<file path="config.mk">
export PLATFORM = sky130hd
export DESIGN_NAME = byte_budget_object_cache_table_unit
export DESIGN_NICKNAME = d
export VERILOG_FILES = /design/src/rtl/core/bbc_pkg.sv /design/src/rtl/core/byte_budget_object_cache_table_unit.sv /design/src/rtl/core/bbc_entry_mem.sv /design/src/rtl/core/bbc_cmp_unit.sv
export SDC_FILE = /design/constraint.sdc
export NUM_CORES = 2
export LEC_CHECK = 0
export BUFFER_PORTS_ARGS = -buffer_cell sky130_fd_sc_hd__buf_2
export CAP_MARGIN = 10
export CORE_UTILIZATION = 65
export DETAILED_ROUTE_END_ITERATION = 16
export PLACE_DENSITY = 0.8
export SKIP_LAST_GASP = 1
export SLEW_MARGIN = 40
export SYNTH_ARGS = -nofsm -noshare
export SYNTH_HDL_FRONTEND = slang
export SYNTH_HIERARCHICAL = 1
export SYNTH_SLANG_ARGS = --single-unit
</file>
<file path="constraint.sdc">
create_clock -name clk -period 17.8 [get_ports clk]
set_input_delay 3.56 -clock clk [delete_from_list [all_inputs] [get_ports clk]]
set_output_delay 3.56 -clock clk [all_outputs]
set_load 0.01 [all_outputs]
</file>
<file path="src/rtl/core/bbc_pkg.sv">
// ----------------------------------------------------------------------------
// bbc_pkg
// Shared types and constants for the byte-budget object cache table: field
// widths, register indexes, reset values, the entry row layout, the shared
// arithmetic unit interface and the sequencer states.
// ----------------------------------------------------------------------------
package bbc_pkg;

  localparam int ENTRIES_DEF = 16;

  localparam int KEY_W     = 64;
  localparam int SIZE_W    = 24;
  localparam int STAMP_W   = 32;
  localparam int SLOT_W    = 4;
  localparam int EVICT_W   = 5;
  localparam int CFG_IDX_W = 1;
  localparam int OPND_W    = 64;

  localparam logic [SIZE_W-1:0]  CAP_RESET    = 24'd1049000;
  localparam logic [SIZE_W-1:0]  MAXOBJ_RESET = 24'd102400;
  localparam logic [EVICT_W-1:0] EVICT_MAX    = '1;

  // configuration register indexes
  localparam logic [CFG_IDX_W-1:0] REG_CAPACITY   = 1'd0;
  localparam logic [CFG_IDX_W-1:0] REG_MAX_OBJECT = 1'd1;

  // one stored object
  typedef struct packed {
    logic [KEY_W-1:0]   key;
    logic [SIZE_W-1:0]  bytes;
    logic [STAMP_W-1:0] stamp;
  } entry_t;

  // shared arithmetic unit
  typedef enum logic {
    CMP_SUB,
    CMP_ADD_SAT
  } cmp_op_t;

  typedef struct packed {
    cmp_op_t           op;
    logic [OPND_W-1:0] a;
    logic [OPND_W-1:0] b;
  } cmp_req_t;

  typedef struct packed {
    logic              eq;
    logic              borrow;
    logic [SIZE_W-1:0] res;
  } cmp_rsp_t;

  // sequencer states
  typedef enum logic [3:0] {
    S_IDLE,
    S_LOOK,
    S_CHECK,
    S_COND,
    S_EVSCAN,
    S_EVICT,
    S_FIT,
    S_FREE,
    S_WRITE,
    S_DONE
  } state_t;

endpackage

</file>
<file path="src/rtl/core/byte_budget_object_cache_table_unit.sv">
// ----------------------------------------------------------------------------
// byte_budget_object_cache_table_unit
// Object cache table with a byte budget and oldest-inserted-first eviction.
// Lookups scan all slots for the lowest slot with a matching key; inserts
// evict the oldest entries as needed and store the object in the first free slot.
// ----------------------------------------------------------------------------
// Lookup: one slot read a cycle, then the result goes to the output register.
// Insert: refused above the object limit or if the object does not fit after
//   eviction; each eviction is a full stamp scan of the store.
// One item at a time; a new item is taken while the previous result waits.
// Reset empties the table, sets free bytes to the capacity reset value and
//   clears the stamp counter; a capacity write also empties the table.
module byte_budget_object_cache_table_unit
  import bbc_pkg::*;
#(
  parameter int ENTRIES = ENTRIES_DEF
) (
  input  logic                 clk,
  input  logic                 rst,
  // input items
  input  logic                 in_valid,
  output logic                 in_ready,
  input  logic                 mode,
  input  logic [KEY_W-1:0]     key,
  input  logic [SIZE_W-1:0]    object_size,
  // result items
  output logic                 out_valid,
  input  logic                 out_ready,
  output logic                 hit,
  output logic [SLOT_W-1:0]    slot,
  output logic                 stored,
  output logic [EVICT_W-1:0]   evictions,
  output logic [SIZE_W-1:0]    free_bytes,
  // configuration
  input  logic                 cfg_we,
  input  logic [CFG_IDX_W-1:0] cfg_index,
  input  logic [SIZE_W-1:0]    cfg_data
);

  localparam int SW = $clog2(ENTRIES);
  localparam int CW = $clog2(ENTRIES + 1);

  state_t               state, state_next;
  logic [CW-1:0]        idx, idx_next;
  logic [CW-1:0]        count, count_next;
  logic [ENTRIES-1:0]   valid, valid_next;
  logic [KEY_W-1:0]     key_q, key_q_next;
  logic [SIZE_W-1:0]    size_q, size_q_next;
  logic [SIZE_W-1:0]    max_obj, max_obj_next;
  logic [SIZE_W-1:0]    bytes_free, bytes_free_next;
  logic [STAMP_W-1:0]   insert_counter, insert_counter_next;
  logic [STAMP_W-1:0]   best_stamp, best_stamp_next;
  logic [SW-1:0]        pick, pick_next;
  logic [SIZE_W-1:0]    pick_bytes, pick_bytes_next;
  logic                 have_pick, have_pick_next;
  logic                 found, found_next;
  logic [SW-1:0]        slot_q, slot_q_next;
  logic                 stored_q, stored_q_next;
  logic [EVICT_W-1:0]   evict_cnt, evict_cnt_next;
  logic                 out_valid_next;
  logic                 hit_next;
  logic [SLOT_W-1:0]    slot_next;
  logic                 stored_next;
  logic [EVICT_W-1:0]   evictions_next;
  logic [SIZE_W-1:0]    free_bytes_next;

  logic [SW-1:0]        pidx;
  logic                 mem_we;
  logic [SW-1:0]        mem_waddr;
  entry_t               mem_wdata;
  entry_t               mem_rdata;
  cmp_req_t             cmp_req;
  cmp_rsp_t             cmp_rsp;

  // entry store
  bbc_entry_mem #(
    .ENTRIES (ENTRIES),
    .SW      (SW)
  ) u_mem (
    .clk   (clk),
    .we    (mem_we),
    .waddr (mem_waddr),
    .wdata (mem_wdata),
    .raddr (idx[SW-1:0]),
    .rdata (mem_rdata)
  );

  // shared arithmetic unit
  bbc_cmp_unit u_cmp (
    .req (cmp_req),
    .rsp (cmp_rsp)
  );

  // slot whose read data is present this cycle
  assign pidx = SW'(idx - CW'(1));

  // sequencer: next state, datapath control and config writes
  always_comb begin
    state_next          = state;
    idx_next            = idx;
    count_next          = count;
    valid_next          = valid;
    key_q_next          = key_q;
    size_q_next         = size_q;
    max_obj_next        = max_obj;
    bytes_free_next     = bytes_free;
    insert_counter_next = insert_counter;
    best_stamp_next     = best_stamp;
    pick_next           = pick;
    pick_bytes_next     = pick_bytes;
    have_pick_next      = have_pick;
    found_next          = found;
    slot_q_next         = slot_q;
    stored_q_next       = stored_q;
    evict_cnt_next      = evict_cnt;
    out_valid_next      = out_valid && !out_ready;
    hit_next            = hit;
    slot_next           = slot;
    stored_next         = stored;
    evictions_next      = evictions;
    free_bytes_next     = free_bytes;
    in_ready            = (state == S_IDLE);
    mem_we              = 1'b0;
    mem_waddr           = pick;
    mem_wdata.key       = key_q;
    mem_wdata.bytes     = size_q;
    mem_wdata.stamp     = insert_counter + STAMP_W'(1);
    cmp_req.op          = CMP_SUB;
    cmp_req.a           = '0;
    cmp_req.b           = '0;

    unique case (state)
      S_IDLE: begin
        if (in_valid) begin
          key_q_next     = key;
          size_q_next    = object_size;
          found_next     = 1'b0;
          slot_q_next    = '0;
          stored_q_next  = 1'b0;
          evict_cnt_next = '0;
          idx_next       = '0;
          state_next     = mode ? S_CHECK : S_LOOK;
        end
      end

      // key scan, lowest matching slot wins
      S_LOOK: begin
        cmp_req.a = mem_rdata.key;
        cmp_req.b = key_q;
        if ((idx != '0) && !found && valid[pidx] && cmp_rsp.eq) begin
          found_next  = 1'b1;
          slot_q_next = pidx;
        end
        if (idx == CW'(ENTRIES)) begin
          state_next = S_DONE;
        end else begin
          idx_next = idx + CW'(1);
        end
      end

      // refuse objects above the per-object limit
      S_CHECK: begin
        cmp_req.a = OPND_W'(max_obj);
        cmp_req.b = OPND_W'(size_q);
        state_next = cmp_rsp.borrow ? S_DONE : S_COND;
      end

      // evict while short of the free-space target or full
      S_COND: begin
        cmp_req.a = OPND_W'(bytes_free);
        cmp_req.b = OPND_W'(max_obj);
        if ((cmp_rsp.borrow || (count >= CW'(ENTRIES))) && (count != '0)) begin
          idx_next       = '0;
          have_pick_next = 1'b0;
          state_next     = S_EVSCAN;
        end else begin
          state_next = S_FIT;
        end
      end

      // oldest stamp scan, ties to the lowest slot
      S_EVSCAN: begin
        cmp_req.a = OPND_W'(mem_rdata.stamp);
        cmp_req.b = OPND_W'(best_stamp);
        if ((idx != '0) && valid[pidx] && (!have_pick || cmp_rsp.borrow)) begin
          best_stamp_next = mem_rdata.stamp;
          pick_next       = pidx;
          pick_bytes_next = mem_rdata.bytes;
          have_pick_next  = 1'b1;
        end
        if (idx == CW'(ENTRIES)) begin
          state_next = S_EVICT;
        end else begin
          idx_next = idx + CW'(1);
        end
      end

      // return the victim's bytes to the budget
      S_EVICT: begin
        cmp_req.op        = CMP_ADD_SAT;
        cmp_req.a         = OPND_W'(bytes_free);
        cmp_req.b         = OPND_W'(pick_bytes);
        bytes_free_next   = cmp_rsp.res;
        valid_next[pick]  = 1'b0;
        count_next        = count - CW'(1);
        if (evict_cnt != EVICT_MAX) begin
          evict_cnt_next = evict_cnt + EVICT_W'(1);
        end
        state_next = S_COND;
      end

      // object must fit in what is free now
      S_FIT: begin
        cmp_req.a = OPND_W'(bytes_free);
        cmp_req.b = OPND_W'(size_q);
        if (cmp_rsp.borrow) begin
          state_next = S_DONE;
        end else begin
          idx_next   = '0;
          state_next = S_FREE;
        end
      end

      // first free slot search
      S_FREE: begin
        if (!valid[idx[SW-1:0]]) begin
          pick_next  = idx[SW-1:0];
          state_next = S_WRITE;
        end else begin
          idx_next = idx + CW'(1);
        end
      end

      // store the object and charge the budget
      S_WRITE: begin
        cmp_req.a           = OPND_W'(bytes_free);
        cmp_req.b           = OPND_W'(size_q);
        bytes_free_next     = cmp_rsp.res;
        mem_we              = 1'b1;
        valid_next[pick]    = 1'b1;
        count_next          = count + CW'(1);
        insert_counter_next = insert_counter + STAMP_W'(1);
        stored_q_next       = 1'b1;
        slot_q_next         = pick;
        state_next          = S_DONE;
      end

      // hand the result to the output register
      S_DONE: begin
        if (!out_valid || out_ready) begin
          out_valid_next  = 1'b1;
          hit_next        = found;
          slot_next       = SLOT_W'(slot_q);
          stored_next     = stored_q;
          evictions_next  = evict_cnt;
          free_bytes_next = bytes_free;
          state_next      = S_IDLE;
        end
      end

      default: begin
        state_next = S_IDLE;
      end
    endcase

    // configuration writes
    if (cfg_we) begin
      unique case (cfg_index)
        REG_CAPACITY: begin
          valid_next      = '0;
          count_next      = '0;
          bytes_free_next = cfg_data;
        end
        REG_MAX_OBJECT: begin
          max_obj_next = cfg_data;
        end
        default: begin
        end
      endcase
    end
  end

  // control state
  always_ff @(posedge clk) begin
    if (rst) begin
      state          <= S_IDLE;
      valid          <= '0;
      count          <= '0;
      max_obj        <= MAXOBJ_RESET;
      bytes_free     <= CAP_RESET;
      insert_counter <= '0;
      out_valid      <= 1'b0;
    end else begin
      state          <= state_next;
      valid          <= valid_next;
      count          <= count_next;
      max_obj        <= max_obj_next;
      bytes_free     <= bytes_free_next;
      insert_counter <= insert_counter_next;
      out_valid      <= out_valid_next;
    end
  end

  // working and result registers
  always_ff @(posedge clk) begin
    idx        <= idx_next;
    key_q      <= key_q_next;
    size_q     <= size_q_next;
    best_stamp <= best_stamp_next;
    pick       <= pick_next;
    pick_bytes <= pick_bytes_next;
    have_pick  <= have_pick_next;
    found      <= found_next;
    slot_q     <= slot_q_next;
    stored_q   <= stored_q_next;
    evict_cnt  <= evict_cnt_next;
    hit        <= hit_next;
    slot       <= slot_next;
    stored     <= stored_next;
    evictions  <= evictions_next;
    free_bytes <= free_bytes_next;
  end

  // entry count tracks the valid bits
  a_count_matches_valid: assert property (@(posedge clk) disable iff (rst)
    $countones(valid) == int'(count))
    else $error("entry count does not match valid bits");

  // free slot search only runs with room in the table
  a_free_slot_exists: assert property (@(posedge clk) disable iff (rst)
    (state == S_FREE) |-> (count < CW'(ENTRIES)))
    else $error("free slot search with a full table");

  // a store adds exactly one entry
  a_write_adds_one: assert property (@(posedge clk) disable iff (rst)
    (state == S_WRITE) |=> (count == $past(count) + CW'(1)))
    else $error("store did not add one entry");

  // an insert result never reports a lookup hit
  a_hit_excludes_store: assert property (@(posedge clk) disable iff (rst)
    out_valid |-> !(hit && stored))
    else $error("result reports hit and store together");

  // eviction only starts with a victim available
  a_evict_has_victim: assert property (@(posedge clk) disable iff (rst)
    (state == S_EVICT) |-> (have_pick && valid[pick]))
    else $error("eviction without a valid victim");

endmodule

</file>
<file path="src/rtl/core/bbc_entry_mem.sv">
// ----------------------------------------------------------------------------
// bbc_entry_mem
// Entry store: key, byte size and insertion stamp of each slot. One write
// port and one read port with registered read data.
// ----------------------------------------------------------------------------
module bbc_entry_mem
  import bbc_pkg::*;
#(
  parameter int ENTRIES = ENTRIES_DEF,
  parameter int SW      = $clog2(ENTRIES)
) (
  input  logic          clk,
  input  logic          we,
  input  logic [SW-1:0] waddr,
  input  entry_t        wdata,
  input  logic [SW-1:0] raddr,
  output entry_t        rdata
);

  entry_t mem [ENTRIES];

  // write port
  always_ff @(posedge clk) begin
    if (we) begin
      mem[waddr] <= wdata;
    end
  end

  // registered read port
  always_ff @(posedge clk) begin
    rdata <= mem[raddr];
  end

endmodule

</file>
<file path="src/rtl/core/bbc_cmp_unit.sv">
// ----------------------------------------------------------------------------
// bbc_cmp_unit
// Shared arithmetic unit: one wide adder that subtracts with borrow out or
// adds with saturation to the byte field, plus an equality compare.
// ----------------------------------------------------------------------------
module bbc_cmp_unit
  import bbc_pkg::*;
(
  input  cmp_req_t req,
  output cmp_rsp_t rsp
);

  logic            sub;
  logic [OPND_W:0] sum;

  // single adder, b inverted for subtraction
  always_comb begin
    sub = (req.op == CMP_SUB);
    sum = {1'b0, req.a} + {1'b0, (sub ? ~req.b : req.b)} + {{OPND_W{1'b0}}, sub};
  end

  // result selection
  always_comb begin
    rsp.eq     = (req.a == req.b);
    rsp.borrow = ~sum[OPND_W];
    if (!sub && (|sum[OPND_W:SIZE_W])) begin
      rsp.res = '1;
    end else begin
      rsp.res = sum[SIZE_W-1:0];
    end
  end

endmodule

</file>
[Word level (Yosys, flattened, before mapping)]
Memory sizes are Yosys's and may differ from the RTL's. A register that Yosys moved wholly into a read port is not among the register bits.
Cells that the tools add are included.
Operators by class
  add/sub/neg operators: 8
  shifts and indexed selects: 0
  bitwise logic cells: 6
  order comparisons: 5
  reductions and logical operators: 42
  div/mod/pow operators: 0
  multiplexer cells: 55
  $mul: 0
  equality and inequality tests: 24
Operators by type and width (number)
  $pmux W128 S6: 1
  $mux W24: 4
  $add A64 B64 Y65: 1
  $add A65 B1 Y65: 1
  $eq A64 B64 Y1: 1
  $mux W64: 1
  $not A64 Y64: 1
  $mux W4: 11
  $reduce_or A41 Y1: 1
  $mux W5: 8
  $pmux W4 S10: 1
  $add A32 B1 Y32 const B: 1
  $mux W16: 2
  $pmux W16 S2: 1
  $pmux W5 S5: 1
  $ne A2 B2 Y1 const B: 11
  $pmux W5 S2: 2
  $and A16 B16 Y16: 1
  $eq A4 B3 Y1 const B: 4
  $not A16 Y16: 1
  $or A16 B16 Y16: 1
  $add A5 B1 Y5 const B: 3
  $lt A4 B5 Y1 const B: 3
  $reduce_and A3 Y1: 5
  other kinds (29): 73
Storage, ports and cells
  register bits: 306
  output and inout bits: 37
  memories kept: 1
  input port bits: 119
  memory bits (writable): 1920
  word-level logic and storage cells: 164
  memory bits (read-only): 0
  bits in latches: 0
Memories
  u_mem.mem: depth 16, bits a word 120, read ports 1, clocked after Yosys merged registers in 1, wr ports 1, RTL line bbc_entry_mem.sv:20  | entry_t mem [ENTRIES];

[Longest topological paths before layout]
  depth after elaboration: 13
  depth in mapped cells: 26

[Cells and area by module]
Netlist, hierarchy kept.
Modules (own cells, without submodules)
  bbc_entry_mem: times used 1, cells each 3066, area an instance 74008.5 µm², sequential area each 60057.6 µm²
  byte_budget_object_cache_table_unit: times used 1, cells each 1236, area an instance 13609.3 µm², sequential area each 8127.8 µm²
  bbc_cmp_unit: times used 1, cells each 945, area an instance 6212.2 µm², sequential area each 0.0 µm²

[Least setup slack after synthesis]
Ideal clock, no wire load.
  path kind: register to register
  from: reg state[2]
  to: mem u_mem/mem[0][0] (netlist bit), enable pin
  arrival time: 10.026 ns
  data required time: 17.054 ns
  library setup time: 0.746 ns
  path buffers: 3
  clock period less this slack: 10.771 ns
  cell stages (with the launch flop): 8
  path slack: 7.029 ns
  path through: dfxtp_1 -> buf_6 -> or4b_4 -> buf_6 -> clkinv_1 -> buf_2 -> or3b_2 -> nor3_1
On the way
  word-level cells in the longest chain between the ends: 4
Ends and longest elaborated chain
  start: declaration: RTL line byte_budget_object_cache_table_unit.sv:43  | state_t state, state_next;
  start signal: assignment: RTL line byte_budget_object_cache_table_unit.sv:294  | state <= state_next;
  $eq A4 B4 Y1: RTL line byte_budget_object_cache_table_unit.sv:132  | unique case (state)
  $mux W1: RTL line byte_budget_object_cache_table_unit.sv:132
  named net mem_we: RTL line byte_budget_object_cache_table_unit.sv:68  | logic mem_we;
  $mux W1: RTL line bbc_entry_mem.sv:24  | if (we) begin
  $mux W1 (implied by the code): RTL line bbc_entry_mem.sv:25  | mem[waddr] <= wdata;
  end: declaration: RTL line bbc_entry_mem.sv:20
The timed path passes the listed nets, and every way through them passes these cells.

==> run metrics <==
number of synthesized register bits 2346; PortBufs 155; layout cells sized above 1 21.10%; clk_skew 0.07251 ns; first-pass GRT wire length 377.3 mm; wire per inst 35.03 um; Die Height 381.9 um; crit path from state[2]; io pins 156; Max Clk Rate 124.8 MHz; GRT Total Usage 36.53%; final setup fails 0; Clock Latency Late Sink 0.85 ns; largest net degree at the start of global routing 122; Pre-antenna DRT Iters 9; Cell Pwr Density 176.8 nW/um^2; Setup CP Type flip-flop to flip-flop; Max Cap Viol 0; die area 145900 um^2; post-synthesis instance total 5247; Rows 139; total congestion overflow 0; Layout area overhead 11.47%; CTS tree done; global placer's final weighted congestion 1.038; Worst Setup Start Kind flip-flop; Reg2Reg Setup Slack 9.79 ns; period utilisation layout 45.01%; Gates resized, CTS repair 0; CTS sink count 2346; reg2reg start state[2]; Synth async-reset ratio 0%; crit path capture bytes_free[20]; Worst Hold Class flip-flop to flip-flop; placed cell count 7124; TritonCTS Buffers 215; Tightest Pin Transition 0.9314 ns; DP Wirelength 150.3 mm; post-synth net total 5443; DRT iter0 DRCs 7820; H-tree depth 4; Peak VDD IR 201.4 uV; CTS Hold Bufs 0; max_slew headroom 37.91%; vias per inst 7.141; root buf cell clkbuf_16; setup TNS 0 ns; unrepaired setup endpoints after global routing false; Critical Path RT 18.49 ns; EDFF count, synth 2120; slack of the critical path 9.789 ns; predominant post-synthesis flop cell edfxtp_1; vias 53867; post-synthesis sequential area ratio 72.67%; Finished Core Util 72.90%; postcts setup bufs 0; crit end category flip-flop; Leak 34.58 nW; routed wire length 264.2 mm; Starting Density 65.40%; fin cells 7543; status complete, no violations; Routed Antenna Nets 0; warnings from Yosys 6; clk buf depth 3; number of global-route vias before repair 53862; Post-Syn Area 93830 um^2; dpl ws 9.945 ns; final net count 5640; # DRC 0; post-route minimum period 8.011 ns; R2R cell count 21; Hold Vio Cnt, Final 0; Netlist cell types 86; Mapped Avg Cell Area 17.88 um^2; Die Wd 381.9 um; Reg clk slew, reported paths 0.07 ns; reg2reg end bytes_free[20]; Pwr Total 0.01849 W; Core ar. 143500 um^2; CP Data Arrival Time 8.70 ns; worst-path fanout max 33; initial antenna violation count 19; Slew Viols, Final 0
## where the power goes
part	total [W]	switching (W)	internal [W]
Sequential	0.00721	0.000569	0.00664
Combinational	0.00657	0.00412	0.00245
Clock	0.00471	0.00205	0.00266
## how the worst min path moves through the flow
| stage | start | end | depth (start not counted) | slack (ns) |
|---|---|---|---|---|
| 6_report | stored_q | stored | 0 | 0.42 |
| 4_1_cts | stored_q | stored | 0 | 0.42 |
| 3_5_place_dp | u_mem/rdata[49] | pick_bytes[17] | 0 | 0.39 |
| 3_3_place_gp | u_mem/rdata[47] | pick_bytes[15] | 0 | 0.39 |
| 2_1_floorplan | u_mem/rdata[32] | pick_bytes[0] | 0 | 0.39 |
| 5_1_grt | stored_q | stored | 0 | 0.42 |
## kinds of logic after synthesis
kind of cell	after synthesis	share of synthesized area (%)
and+or+nand+nor	983	4.997
DFF	2346	72.67
muxes	524	12.09
xor gates and xnor gates	233	2.175
AOI/OAI and AO/OA	754	5.478
adders and majority gates	77	1.043
buffers and inverters	330	1.547
## layout make-up
type | instances | area [um^2]
inverters | 41 | 161.4
repair buffers | 269 | 2011
well taps | 1903 | 2381
clock inverters | 112 | 1185
diodes | 6 | 15.01
clock buffers | 295 | 6056
flip-flops and latches | 2346 | 68190
fillers | 7991 | 38890
multi-input cells | 2571 | 24600
## stage by stage
stage	instance area (um^2)	hold slack, ns
after floorplan	93830	0.3855
after global placement	96730	0.3935
after detailed placement	97210	0.3913
after CTS	104500	0.4187
after global routing	104600	0.4197
final	104600	0.4186
## Yosys cell counts (8+ instances only)
| cell | count | area, um^2 |
|---|---|---|
| buf_4 | 14 | 105.1 |
| buf_2 | 56 | 280.3 |
| mux2i_1 | 31 | 310.3 |
| nand3_1 | 79 | 395.4 |
| inv_1 | 38 | 142.6 |
| nor2_1 | 147 | 551.8 |
| xor2_1 | 98 | 858.3 |
| clkbuf_1 | 187 | 701.9 |
| a22oi_1 | 290 | 2177 |
| edfxtp_1 | 2120 | 63660 |
| nor3_1 | 42 | 210.2 |
| nand4_1 | 61 | 381.6 |
| nor2b_1 | 9 | 56.30 |
| mux4_2 | 487 | 10970 |
| o211ai_1 | 10 | 75.07 |
| o21a_1 | 12 | 90.09 |
| dfxtp_1 | 226 | 4524 |
| o21ai_0 | 106 | 530.5 |
| buf_6 | 12 | 135.1 |
| o31ai_1 | 8 | 60.06 |
| o2bb2ai_1 | 8 | 70.07 |
| a21oi_1 | 157 | 785.8 |
| nor4_1 | 32 | 200.2 |
| or4_1 | 8 | 60.06 |
| a211oi_1 | 16 | 120.1 |
| nand3b_1 | 8 | 60.06 |
| and3_1 | 16 | 100.1 |
| nand2b_1 | 40 | 250.2 |
| xnor2_1 | 135 | 1182 |
| nand2_1 | 430 | 1614 |
| a21o_1 | 17 | 127.6 |
| buf_1 | 20 | 75.07 |
| or3_1 | 8 | 50.05 |
| and2_1 | 74 | 462.9 |
| a22o_1 | 16 | 140.1 |
| a31oi_1 | 16 | 100.1 |
| ha_1 | 75 | 938.4 |
| a222oi_1 | 24 | 240.2 |
## cell usage in the layout, fill, tap and decap left out, types with 38 or more instances in the layout
cell / Yosys / routed
edfxtp_1: 2120 / 2120
mux4_2: 487 / 487
nand2_1: 430 / 429
a22oi_1: 290 / 290
dfxtp_1: 226 / 224
clkbuf_16: 0 / 219
a21oi_1: 157 / 156
buf_2: 56 / 155
nor2_1: 147 / 132
xnor2_1: 135 / 116
o21ai_0: 106 / 106
xor2_1: 98 / 90
nand3_1: 79 / 79
ha_1: 75 / 75
and2_1: 74 / 72
buf_4: 14 / 64
nand4_1: 61 / 61
clkbuf_1: 187 / 48
clkinv_2: 0 / 43
nand2b_1: 40 / 40
nor3_1: 42 / 38
## sequential cells by signal (all words and copies together) (netlist names), 5 cells and up
register and cells:
valid 16, evict_cnt 5, max_obj 24, free_bytes 24, idx 5, size_q 24
best_stamp 32, bytes_free 24, u_mem/mem 1920, key_q 64, insert_counter 32, u_mem/rdata 120
pick_bytes 24, evictions 5, count 5
## per-layer routing
layer | global-route usage (%) | up-vias | wire length (um)
met5 | 0 | - | 101
met4 | 13.95 | 16 | 10400
met3 | 8.332 | 694 | 33940
met2 | 56.51 | 4307 | 124200
met1 | 51.40 | 27329 | 95550
li1 | - | 21521 | -
## critical path, cell delays in order (launching register included)
cell and delay [ns]:
dfxtp_1 0.82, inv_1 0.24, or3_1 0.55, inv_4 0.44, buf_4 0.56, a22oi_1 0.18, nand3_1 0.20, xnor2_1 0.09
ha_1 0.51, nand4_1 0.21, a2111oi_0 0.58, o211ai_1 0.20, nand3_1 0.26, a21oi_1 0.17, o41ai_1 0.64, a21oi_1 0.22
xnor2_1 0.17, or4_1 0.53, o41a_2 0.64, or3b_1 0.47, nand2_1 0.07, a31oi_1 0.09
No activity file was read; power rests on OpenSTA's default activity.
